File: src/rtl/restricted_edit_distance_macros.svh
// assertion macros for the restricted edit distance block
`ifndef RESTRICTED_EDIT_DISTANCE_MACROS_SVH
`define RESTRICTED_EDIT_DISTANCE_MACROS_SVH
`ifndef ASSERT_OFF
`define RTED_ASSERT(label, clk, rst_n, prop, msg) \
    label: assert property (@(posedge clk) disable iff (!rst_n) prop) else $error(msg);
`define RTED_ASSERT_NEXT(label, clk, rst_n, ante, cons, msg) \
    label: assert property (@(posedge clk) disable iff (!rst_n) ante |=> cons) else $error(msg);
`else
`define RTED_ASSERT(label, clk, rst_n, prop, msg)
`define RTED_ASSERT_NEXT(label, clk, rst_n, ante, cons, msg)
`endif
`endif

File: src/rtl/rted_pkg.sv
// shared types, constants and helpers of the restricted edit distance block
package rted_pkg;
    localparam int MAX_LEN     = 256;
    localparam int SYMBOL_BITS = 16;
    localparam int COST_BITS   = 10;
    localparam int LEN_W       = $clog2(MAX_LEN + 1);
    localparam int ADDR_W      = $clog2(MAX_LEN);
    localparam int ROW_DEPTH   = MAX_LEN + 1;

    typedef logic [SYMBOL_BITS-1:0] sym_t;
    typedef logic [COST_BITS-1:0]   cost_t;
    typedef logic [LEN_W-1:0]       len_t;
    typedef logic [ADDR_W-1:0]      addr_t;

    localparam cost_t COST_MAX = {COST_BITS{1'b1}};

    // operation mask bits
    localparam int OP_DEL = 0;
    localparam int OP_INS = 1;
    localparam int OP_SUB = 2;
    localparam int OP_TRA = 3;

    // configuration register indexes
    localparam logic REG_OPS = 1'b0;
    localparam logic REG_THR = 1'b1;

    // one classified item between front and back
    typedef struct packed {
        logic sel;
        logic has;
        logic last;
        sym_t sym;
    } item_t;

    typedef struct packed {
        logic full;
        logic empty;
    } q_status_t;

    typedef struct packed {
        logic busy;
    } back_status_t;

    function automatic cost_t sat_len(len_t v);
        if (int'(v) > int'(COST_MAX))
            return COST_MAX;
        else
            return cost_t'(v);
    endfunction

    function automatic cost_t inc_cost(cost_t v);
        if (v == COST_MAX)
            return COST_MAX;
        else
            return v + cost_t'(1);
    endfunction
endpackage

File: src/rtl/rted_queue.sv
// two-entry queue between front and back
module rted_queue (
    input  logic                 clk,
    input  logic                 rst_n,
    input  logic                 push,
    input  rted_pkg::item_t      push_item,
    input  logic                 pop,
    output rted_pkg::item_t      head,
    output rted_pkg::q_status_t  status
);
    import rted_pkg::*;

    item_t      entries [2];
    logic       wr_ptr_reg, rd_ptr_reg;
    logic [1:0] count_reg, count_next;

    assign head         = entries[rd_ptr_reg];
    assign status.full  = (count_reg == 2'd2);
    assign status.empty = (count_reg == 2'd0);

    // occupancy
    always_comb
    begin
        count_next = count_reg;
        if (push && !pop)
            count_next = count_reg + 2'd1;
        else if (pop && !push)
            count_next = count_reg - 2'd1;
    end

    always_ff @(posedge clk or negedge rst_n)
    begin
        if (!rst_n)
        begin
            wr_ptr_reg <= 1'b0;
            rd_ptr_reg <= 1'b0;
            count_reg  <= 2'd0;
        end
        else
        begin
            if (push)
                wr_ptr_reg <= !wr_ptr_reg;
            if (pop)
                rd_ptr_reg <= !rd_ptr_reg;
            count_reg <= count_next;
        end
    end

    // entry storage
    always_ff @(posedge clk)
    begin
        if (push)
            entries[wr_ptr_reg] <= push_item;
    end
endmodule

File: config.mk
export PLATFORM = sky130hd
export DESIGN_NAME = rted_queue
export DESIGN_NICKNAME = d
export VERILOG_FILES = /design/src/rtl/restricted_edit_distance_macros.svh /design/src/rtl/rted_pkg.sv /design/src/rtl/rted_queue.sv
export SDC_FILE = /design/constraint.sdc
export NUM_CORES = 1
export LEC_CHECK = 0
export ABC_AREA = 1
export ABC_CLOCK_PERIOD_IN_PS = 1850
export BUFFER_PORTS_ARGS = -buffer_cell sky130_fd_sc_hd__buf_4
export CAP_MARGIN = 5
export CORE_ASPECT_RATIO = 1.5
export CORE_MARGIN = 3
export CORE_UTILIZATION = 51
export DETAILED_ROUTE_END_ITERATION = 7
export GPL_TIMING_DRIVEN = 0
export PLACE_DENSITY = 0.77
export SYNTH_ARGS = -nofsm -noshare
export SYNTH_HDL_FRONTEND = slang
export SYNTH_SLANG_ARGS = --single-unit
File: constraint.sdc
create_clock -name clk -period 1.85 [get_ports clk]
set_input_delay 0.0925 -clock clk [delete_from_list [all_inputs] [get_ports clk]]
set_output_delay 0.0925 -clock clk [all_outputs]
set_load 0.02 [all_outputs]
==> metrics.cfg <==
[clock_tree]
postCtsSetupBuffers = 0
clk_latency_ps = 290
clock-sinks = 42
cts-buffers-inserted = 5
post_cts_resize_count = 0
root_buffer = clkbuf_8
max-clock-path-buffers = 2
cts.htree.levels = 2
hold_buffers = 22
clk_pin_slew_ps = 70
cts_tree = yes

[worst_setup_path]
r2r_slack_ps = 310
r2r_cells = 1
r2r_end = entries[0][10]
worstPathArrival_ps = 1520
endpoint_kind = flop
worstPathMaxFanout = 19
criticalPathCategory = in -> reg
r2r_start = wr_ptr_reg
required_ps = 1760
worst_setup_path_start_kind = input pin

[drt]
drc = 0
firstDrtPassIters = 4
wl_per_cell_um = 15.3
totalWireLength_mm = 3.00
drt-initial-drc-count = 16
num_vias = 954
postRouteAntennaNets = 0
viasPerCell = 4.87

[sta]
slew_headroom_pct = 37.8
setup_viol = 0
worst_pin_slew_ps = 932
maxClockFrequency_ghz = 0.624
finalHoldViolations = 0
clock_skew_ps = 5.76
period_needed_ps = 1600
rsz0062_at_grt = no
final_max_slew_viol_count = 0
min_period_over_period_pct = 86.7

[placement]
post_dp_cell_area_sq_mm = 0.00203
dpl.cell_count = 166
gp_congestion = 0.629
dp.final_hpwl_mm = 1.93
port_buffers = 43

[synthesis]
synth.top_cells.by_count = edfxtp_1, mux2_4, inv_1, nand2_1, dfrtp_1
synth_top_area_share_pct = 68.9
synth_area_sq_mm = 0.00166
synth_cell_types = 12
avgSynthCellArea_sq_um = 19.7
synth-edff-count = 38
synth_area_leader_cell = edfxtp_1
syn_inst = 84
yosysMostFrequentCell = edfxtp_1
synthesis.nets = 108
async_flop_share_pct = 9.52
yosysWarnings = 0
synth_area_leaders = edfxtp_1, mux2_4, dfrtp_1, inv_1, buf_6
ys_seq_elements = 42
synth_ff_type = edfxtp_1
yosysSeqAreaShare_pct = 75.0

[outcome]
status = completed

[die]
core-area_sq_mm = 0.00300
die_height_um = 75.8
start_util_pct = 55.1
ios = 44
die_w_um = 52.5
rows = 24
die_area_sq_mm = 0.00398

[grt]
grt_remaining_overflow = 0
first_global_vias = 1083
antenna_found_initial = 0
grt_max_degree = 20
grt_use_total_pct = 17.2
grt_pass1_wl_mm = 4.77

[final_layout]
nets = 180
final_cells = 196
syn_to_final_growth_pct = 44.2
largest_reg_flops = 38
nFillCells = 187
layout-drive-gt1-share_pct = 46.5
design_area_sq_mm = 0.00239
antennaDiodeCount = 0

[power]
pwr_density_cell_mw_per_mm2 = 1480
p_leak_nw = 1.02
vdd_drop_max_mv = 1.19

[job]
cap_violations = 0

[hold_path]
hp-class = in -> async

-- how the worst max path moves through the flow --
stage                    start             end  slack, ps  depth (start not counted)
floorplan           wr_ptr_reg   entries[0][0]        230                          1
global placement    wr_ptr_reg  entries[0][14]       -120                          1
detailed placement  wr_ptr_reg   entries[0][6]        270                          1
global route              push  entries[0][11]        140                          4
finish                    push  entries[0][10]        250                          4
CTS                       push  entries[0][18]        240                          4
-- kinds of logic (layout without fill, tap and decap cells) --
logic type               Yosys count  in the layout  share of synthesized area, %
buffers and inverters              9             82                          2.95
XOR/XNOR                           3              3                          1.59
flip-flops                        42             42                          75.0
multiplexers                      19             19                          17.2
AND/OR/NAND/NOR                   10             10                          2.49
adder cells (fa/ha/maj)            1              1                         0.756
-- final cells by class --
cell class              count  area [sq um]  area share, %
well taps                  39          48.8           2.04
clock buffers               5          68.8           2.88
clock inverters             3          68.8           2.88
repair buffers             65           543           22.7
plain buffers               2          22.5          0.943
flip-flops and latches     42          1240           52.0
inverters                   7          26.3           1.10
multi-input cells          33           368           15.4
-- metrics by stage --
stage	utilization, %	setup TNS, ps	total power [mW]	hold WS, ps	worst slack (ps)
3_5_place_dp	67.6	0	2.69	-107	274
3_3_place_gp	67.5	-2310	2.63	-111	-122
2_1_floorplan	-	0	2.23	-203	227
6_report	79.5	0	3.53	135	246
4_1_cts	79.5	0	3.56	112	236
5_1_grt	79.5	0	3.68	128	143
-- cells in the final DEF, fill, tap and decap left out --
cell | synthesis | routed
dlygate4sd3_1 | 0 | 22
dfrtp_1 | 4 | 4
nor2_1 | 3 | 2
ha_1 | 1 | 1
xor2_1 | 2 | 2
mux2_4 | 19 | 19
clkbuf_8 | 0 | 5
edfxtp_1 | 38 | 38
inv_1 | 7 | 7
clkinv_4 | 0 | 1
buf_4 | 0 | 43
nor2_2 | 0 | 1
xnor2_1 | 1 | 1
bufinv_16 | 0 | 2
nand2_1 | 5 | 5
buf_6 | 2 | 2
nand4_1 | 1 | 1
nand3_1 | 1 | 1
-- worst max-delay path, cell delays in order --
cell	delay (ps)
dlygate4sd3_1	540
buf_4	130
inv_1	50
nor2_2	700
-- power by group --
part	switching, mW	total [mW]	internal [mW]
sequential	0.0879	1.36	1.27
combinational	0.655	1.33	0.674
clock	0.295	0.835	0.540
-- layer usage --
metal  up-vias  track usage [%]  part of all wire (%)
met4         0             5.97                   1.0
met3         3             5.68                   4.9
met2        34             33.1                    62
met5         -                0                     0
met1       468             16.5                    32
li1        449                -                     -
Note: power is estimated with default switching activity, not from simulation.
