## config.mk

```make
export PLATFORM = sky130hd
export DESIGN_NAME = rted_front
export DESIGN_NICKNAME = d
export VERILOG_FILES = /design/src/rtl/restricted_edit_distance_macros.svh /design/src/rtl/rted_pkg.sv /design/src/rtl/rted_front.sv
export SDC_FILE = /design/constraint.sdc
export NUM_CORES = 1
export LEC_CHECK = 0
export ABC_AREA = 1
export BUFFER_PORTS_ARGS = -buffer_cell sky130_fd_sc_hd__buf_4
export CORE_MARGIN = 2
export CORE_UTILIZATION = 38
export CTS_CLUSTER_SIZE = 40
export DETAILED_ROUTE_END_ITERATION = 8
export PLACE_DENSITY = 0.76
export SLEW_MARGIN = 20
export SYNTH_ARGS = -nofsm -noshare
export SYNTH_HDL_FRONTEND = slang
export SYNTH_SLANG_ARGS = --single-unit
```

## constraint.sdc

```tcl
create_clock -name clk -period 2.1 [get_ports clk]
set_clock_uncertainty 0.15 [all_clocks]
set_input_delay 0.105 -clock clk [delete_from_list [all_inputs] [get_ports clk]]
set_output_delay 0.105 -clock clk [all_outputs]
set_load 0.01 [all_outputs]
```

## src/rtl/restricted_edit_distance_macros.svh

```systemverilog
// assertion macros for the restricted edit distance block
`ifndef RESTRICTED_EDIT_DISTANCE_MACROS_SVH
`define RESTRICTED_EDIT_DISTANCE_MACROS_SVH
`ifndef ASSERT_OFF
`define RTED_ASSERT(label, clk, rst_n, prop, msg) \
    label: assert property (@(posedge clk) disable iff (!rst_n) prop) else $error(msg);
`define RTED_ASSERT_NEXT(label, clk, rst_n, ante, cons, msg) \
    label: assert property (@(posedge clk) disable iff (!rst_n) ante |=> cons) else $error(msg);
`else
`define RTED_ASSERT(label, clk, rst_n, prop, msg)
`define RTED_ASSERT_NEXT(label, clk, rst_n, ante, cons, msg)
`endif
`endif

```

## src/rtl/rted_pkg.sv

```systemverilog
// shared types, constants and helpers of the restricted edit distance block
package rted_pkg;
    localparam int MAX_LEN     = 256;
    localparam int SYMBOL_BITS = 16;
    localparam int COST_BITS   = 10;
    localparam int LEN_W       = $clog2(MAX_LEN + 1);
    localparam int ADDR_W      = $clog2(MAX_LEN);
    localparam int ROW_DEPTH   = MAX_LEN + 1;

    typedef logic [SYMBOL_BITS-1:0] sym_t;
    typedef logic [COST_BITS-1:0]   cost_t;
    typedef logic [LEN_W-1:0]       len_t;
    typedef logic [ADDR_W-1:0]      addr_t;

    localparam cost_t COST_MAX = {COST_BITS{1'b1}};

    // operation mask bits
    localparam int OP_DEL = 0;
    localparam int OP_INS = 1;
    localparam int OP_SUB = 2;
    localparam int OP_TRA = 3;

    // configuration register indexes
    localparam logic REG_OPS = 1'b0;
    localparam logic REG_THR = 1'b1;

    // one classified item between front and back
    typedef struct packed {
        logic sel;
        logic has;
        logic last;
        sym_t sym;
    } item_t;

    typedef struct packed {
        logic full;
        logic empty;
    } q_status_t;

    typedef struct packed {
        logic busy;
    } back_status_t;

    function automatic cost_t sat_len(len_t v);
        if (int'(v) > int'(COST_MAX))
            return COST_MAX;
        else
            return cost_t'(v);
    endfunction

    function automatic cost_t inc_cost(cost_t v);
        if (v == COST_MAX)
            return COST_MAX;
        else
            return v + cost_t'(1);
    endfunction
endpackage

```

## src/rtl/rted_front.sv

```systemverilog
// input stage: takes stream transfers and keeps those that carry work
module rted_front (
    input  logic                 clk,
    input  logic                 rst_n,
    input  logic                 s_tvalid,
    output logic                 s_tready,
    input  logic [15:0]          s_tdata,
    input  logic [1:0]           s_tuser,
    input  logic                 s_tlast,
    output logic                 push,
    output rted_pkg::item_t      push_item,
    input  rted_pkg::q_status_t  q_status
);
    import rted_pkg::*;

    logic  entry_valid_reg, entry_valid_next;
    item_t entry_reg;
    logic  accept;
    logic  keep;

    assign s_tready  = !entry_valid_reg || !q_status.full;
    assign accept    = s_tvalid && s_tready;
    assign keep      = s_tuser[1] || s_tlast;
    assign push      = entry_valid_reg && !q_status.full;
    assign push_item = entry_reg;

    // items with no symbol and no end mark carry no work
    always_comb
    begin
        entry_valid_next = entry_valid_reg;
        if (accept)
            entry_valid_next = keep;
        else if (push)
            entry_valid_next = 1'b0;
    end

    always_ff @(posedge clk or negedge rst_n)
    begin
        if (!rst_n)
            entry_valid_reg <= 1'b0;
        else
            entry_valid_reg <= entry_valid_next;
    end

    // payload capture
    always_ff @(posedge clk)
    begin
        if (accept)
        begin
            entry_reg.sel  <= s_tuser[0];
            entry_reg.has  <= s_tuser[1];
            entry_reg.last <= s_tlast;
            entry_reg.sym  <= s_tdata[SYMBOL_BITS-1:0];
        end
    end
endmodule

```

==> flow_summary.yaml, run 1 <==
cells_and_area:
  mostFrequentLayoutCells: "44 x buf_4, 23 x dlygate4sd3_1, 19 x edfxtp_1"
  fillers: 86
  area_growth_syn_to_layout_pct: 97.2
  drive_gt1_share_pct: 49.5
  insertedDiodeCount: 0
  largest_reg_flops: 19
  layout_commonest_cell: "buf_4"
  nets: 122
  final_area_sq_um: 1230
setup_path:
  reg2reg_to: "push_item[2]"
  worst-path-buf-inv: 3
  critPathTopFamily: "buffers and inverters"
  critPathCaptureType: "register"
  crit_top_cell: "dlygate4sd3_1"
  critPathLaunchType: "input port"
  cp.arrival_ns: 1.61
  critical_path.max_stage_delay_ns: 0.55
  r2r_slack_ns: 0.73
  critPathSlowestCell: "dlygate4sd3_1"
  rr_startpoint: "entry_valid_reg"
  path_max_fanout: 2
  cp.required_ns: 2.15
  crit_type: "input port to register"
  crit_path_cell_trace: "dlygate4sd3_1, buf_4, o21ai_0, nand2_1, dlygate4sd3_1"
  worst_r2r_path_depth: 3
timing:
  fin_setup_tns_ns: 0
  fmax_ghz: 0.641
  worstMarginPinSlew_ns: 0.237
  report.final.slew_viol_count: 0
  hold_viol: 0
  finalCritPeriodShare_pct: 74.3
  setup_violations: 0
  fin_crit_ns: 1.56
  finalWorstSetupSlack_ns: 0.541
  grt_setup_unrepaired: "no"
  slew_headroom_pct: 84.2
power_and_ir_drop:
  clkPwrFrac_pct: 23.1
  peakVddDrop_mv: 0.517
  p_sw_mw: 0.171
  leakage_nw: 0.534
  p_int_mw: 0.621
  power_frac_seq_pct: 59.9
  pwr-share-comb_pct: 17.0
  power_mw: 0.791
  powerDensity_nw_per_um2: 643
  sw_frac_of_total_pct: 21.6
routing:
  routed_via_density: 4.55
  num_vias: 514
  drt-total-wl_microns: 1720
  wl_met2_microns: 983
  topRoutingLayerUsed: "met4"
  wire_per_inst_microns: 15.2
  wl_met3_microns: 148
  drc: 0
  m1WireLength_microns: 547
  final_antenna_net_count: 0
  drt_first_iter_violations: 19
  first_pass_iters: 4
grt:
  antenna_found_initial: 0
  overflow: 0
  grt_max_degree: 20
  grt_pass1_vias: 517
  grt_pass1_wl_microns: 2480
  grt_use_total_pct: 19.8
placed_design:
  dpl_cell_area_sq_um: 975
  numPortBuffers: 43
  gp_congestion: 0.644
  dp_slack_ns: 0.803
clock_tree:
  htree_num_levels: 1
  cts_sinks: 20
  cts_made_buffers: 3
  ctsResizeCount: 0
  cts_setup_buffers: 0
  clk_pin_slew_worst_paths_ns: 0.11
  clk_latency_ns: 0.30
  cts_tree: "yes"
  root_buffer: "clkbuf_4"
  clockBufferDepth: 2
worst_hold_path:
  min_from: "q_status[1]"
  hp-class: "input port to output port"
  holdPathStages: 3
  hold_end: "push"
logic_synthesis:
  ys_ff_latch: 20
  yosys.area_share.adder_pct: 0
  ys.warnings.count: 0
  syn_nets: 50
  synthXorXnorAreaFrac_pct: 0
  synthMuxAreaShare_pct: 0
  syn_avg_cell_area_sq_um: 24.0
  synthSimpleGateAreaFrac_pct: 3.21
  syn_area_sq_um: 624
  synthCells: 26
  synth_top_family_by_area: "simple AND/OR/NAND/NOR gates"
  synth_compound_area_share_pct: 0.802
  yosysSeqAreaShare_pct: 95.4
  yosysUniqueCellTypes: 8
die:
  die-height_microns: 44.5
  ios: 45
  coreArea_sq_um: 1520
  die_x_microns: 44.5
  die_area_sq_um: 1980
  rows: 14
  initial_core_util_pct: 41.0
outcome:
  status: "completed"
job:
  drv_cap: 0
==> power by group through the flow <==
stage	Clock, mW	Sequential (mW)	Combinational [mW]
after detailed placement	0	0.482	0.0966
after global routing	0.207	0.475	0.143
after global placement	0	0.481	0.0947
final	0.183	0.474	0.135
after CTS	0.187	0.473	0.132
after floorplan	0	0.493	0.0132
==> layer usage <==
layer / track usage (%) / vias up
met2: 37.4 / 30
met5: 0 / -
met4: 10.9 / 0
li1: - / 238
met1: 17.7 / 240
met3: 6.94 / 6
==> worst max path at each step <==
stage	slack [ns]	endpoint	cells after the start	from
after global routing	0.49	entry_valid_reg	5	s_tlast
after detailed placement	0.80	push_item[12]	3	entry_valid_reg
after CTS	0.62	entry_valid_reg	5	s_tlast
after global placement	0.84	push_item[7]	3	entry_valid_reg
final	0.54	entry_valid_reg	5	s_tlast
after floorplan	0.59	push_item[0]	2	entry_valid_reg
==> cell type report <==
type                            count  area [sq um]  area share [%]
Clock inverter                      1          3.75           0.305
Sequential cell                    20           596            48.4
Timing Repair Buffer               67           561            45.5
Inverter                            1          3.75           0.305
Multi-Input combinational cell      5          25.0            2.03
Tap cell                           16          20.0            1.63
Clock buffer                        3          22.5            1.83
==> per-stage QoR <==
step	instances	utilization, %	hold slack, ns
after floorplan	26	-	-0.341
after global placement	86	64.0	-0.269
after detailed placement	86	64.0	-0.269
after CTS	113	80.8	0.315
after global routing	113	80.8	0.335
final	113	80.8	0.328
==> cell usage after synthesis <==
library cell,count,area (sq um)
edfxtp_1,19,571
dfrtp_1,1,25.0
and2_1,1,6.26
nand2_2,1,6.26
inv_1,1,3.75
o21ai_0,1,5.00
nor2_1,1,3.75
nand2_1,1,3.75
==> cell families after synthesis <==
family,count (synthesis)
AO/OA/AOI/OAI,1
flip-flops,20
buffers and inverters,1
AND/OR/NAND/NOR,4
==> worst register-to-register path, cell delays in order, from the launching register on <==
cell     delay [ns]
dfrtp_1        0.42
nand2_2        0.09
and2_1         0.15
buf_4          0.26
==> timing repair <==
item	CTS	global route
hold buffers	23	0
hold endpoints to repair	21	0
endpoints found under the setup margin	0	0
(Power assumes the default switching activity.)
==> run 2, diff against run 1 <==
- clock period: 2.1 -> 1.55 ns (I/O delays scaled with it)
==> flow_summary.yaml, run 2 (same netlist as run 1, synthesis figures left out) <==
placed_design:
  gp_congestion: 0.649
  numPortBuffers: 43
  placed_cells: 86
  dp.final_hpwl_microns: 868
  dpl_cell_area_sq_um: 987
cells_and_area:
  stdcell_count: 113
  largest_reg_flops: 19
  nets: 122
  fillers: 79
  final_core_utilization_pct: 81.9
  drive_gt1_share_pct: 50.5
  final_area_sq_um: 1250
  layout_commonest_cell: "buf_4"
  mostFrequentLayoutCells: "43 x buf_4, 23 x dlygate4sd3_1, 19 x edfxtp_1"
  insertedDiodeCount: 0
  area_growth_syn_to_layout_pct: 99.8
grt:
  grt_pass1_wl_microns: 2590
  grt_use_total_pct: 19.6
  grt_max_degree: 20
  antenna_found_initial: 0
  grt_pass1_vias: 535
  overflow: 0
setup_path:
  cp.required_ns: 1.57
  path_max_fanout: 2
  critPathCaptureType: "register"
  critPathLaunchType: "input port"
  crit_type: "input port to register"
  cp.arrival_ns: 1.55
power_and_ir_drop:
  power_mw: 1.08
  leakage_nw: 0.538
  powerDensity_nw_per_um2: 866
  peakVddDrop_mv: 0.641
timing:
  fin_crit_ns: 1.52
  hold_viol: 0
  worstMarginPinSlew_ns: 0.121
  report.final.slew_viol_count: 0
  finalCritPeriodShare_pct: 98.3
  grt_setup_unrepaired: "no"
  fin_setup_tns_ns: 0
  setup_violations: 0
  slew_headroom_pct: 92.0
  fmax_ghz: 0.656
die:
  initial_core_util_pct: 41.0
  die-height_microns: 44.5
  coreArea_sq_um: 1520
  rows: 14
  die_x_microns: 44.5
  ios: 45
  die_area_sq_um: 1980
routing:
  drc: 0
  drt-total-wl_microns: 1680
  wire_per_inst_microns: 14.8
  routed_via_density: 4.55
  num_vias: 514
  first_pass_iters: 3
  final_antenna_net_count: 0
  drt_first_iter_violations: 2
clock_tree:
  clockBufferDepth: 2
  cts_made_buffers: 3
  root_buffer: "clkbuf_4"
  cts_tree: "yes"
  cts_setup_buffers: 0
  clk_latency_ns: 0.29
  cts_sinks: 20
  htree_num_levels: 1
  clk_pin_slew_worst_paths_ns: 0.10
job:
  drv_cap: 0
worst_hold_path:
  hp-class: "input port to output port"
outcome:
  status: "completed"
## run 2: report_power, final
part / switching, mW / total, mW / internal (mW)
clock network: 0.149 / 0.250 / 0.100
logic: 0.0690 / 0.191 / 0.122
registers: 0.0100 / 0.640 / 0.630
total: 0.228 / 1.08 / 0.852
## run 2: path summary, 6_finish.rpt
check	endpoint	cells past startpoint	from	slack, ns
min	push	3	q_status[1]	0.27
min reg2reg	push_item[13]	3	entry_valid_reg	0.80
max in group asynchronous	entry_valid_reg	3	rst_n	0.67
min in group asynchronous	entry_valid_reg	3	rst_n	0.47
max	entry_valid_reg	5	s_tlast	0.03
max reg2reg	entry_valid_reg	3	entry_valid_reg	0.14
## run 2: per-layer routing
metal / vias up / routed length [microns] / track usage [%]
li1: 241 / - / -
met1: 237 / 551 / 21.3
met2: 30 / 957 / 35.4
met3: 6 / 122 / 4.49
met4: 0 / 46 / 9.70
met5: - / 0 / 0
## run 2: final cells by class
cell class	count	area, sq um	area share (%)
flip-flops and latches	20	596	47.7
clock buffers	4	26.3	2.11
repair buffers	67	573	45.9
well taps	16	20.0	1.60
inverters	1	3.75	0.301
multi-input cells	5	28.8	2.31
## run 2: what timing repair did
action / CTS / global route
resized for setup: 0 / 2
endpoints found under the setup margin: 0 / 1
hold buffers: 23 / 0
hold endpoints to repair: 21 / 0
## run 2: per-stage QoR
stage / hold WS (ns) / worst slack, ns
after floorplan: -0.368 / 0.0371
after global placement: -0.296 / 0.335
after detailed placement: -0.296 / 0.325
after CTS: 0.264 / 0.0809
after global routing: 0.283 / 0.0196
final: 0.274 / 0.0259
## run 2: worst max-delay path, cell delays in order
cell           delay, ns
dlygate4sd3_1       0.55
buf_4               0.14
o21ai_2             0.13
nand2_1             0.07
dlygate4sd3_1       0.58
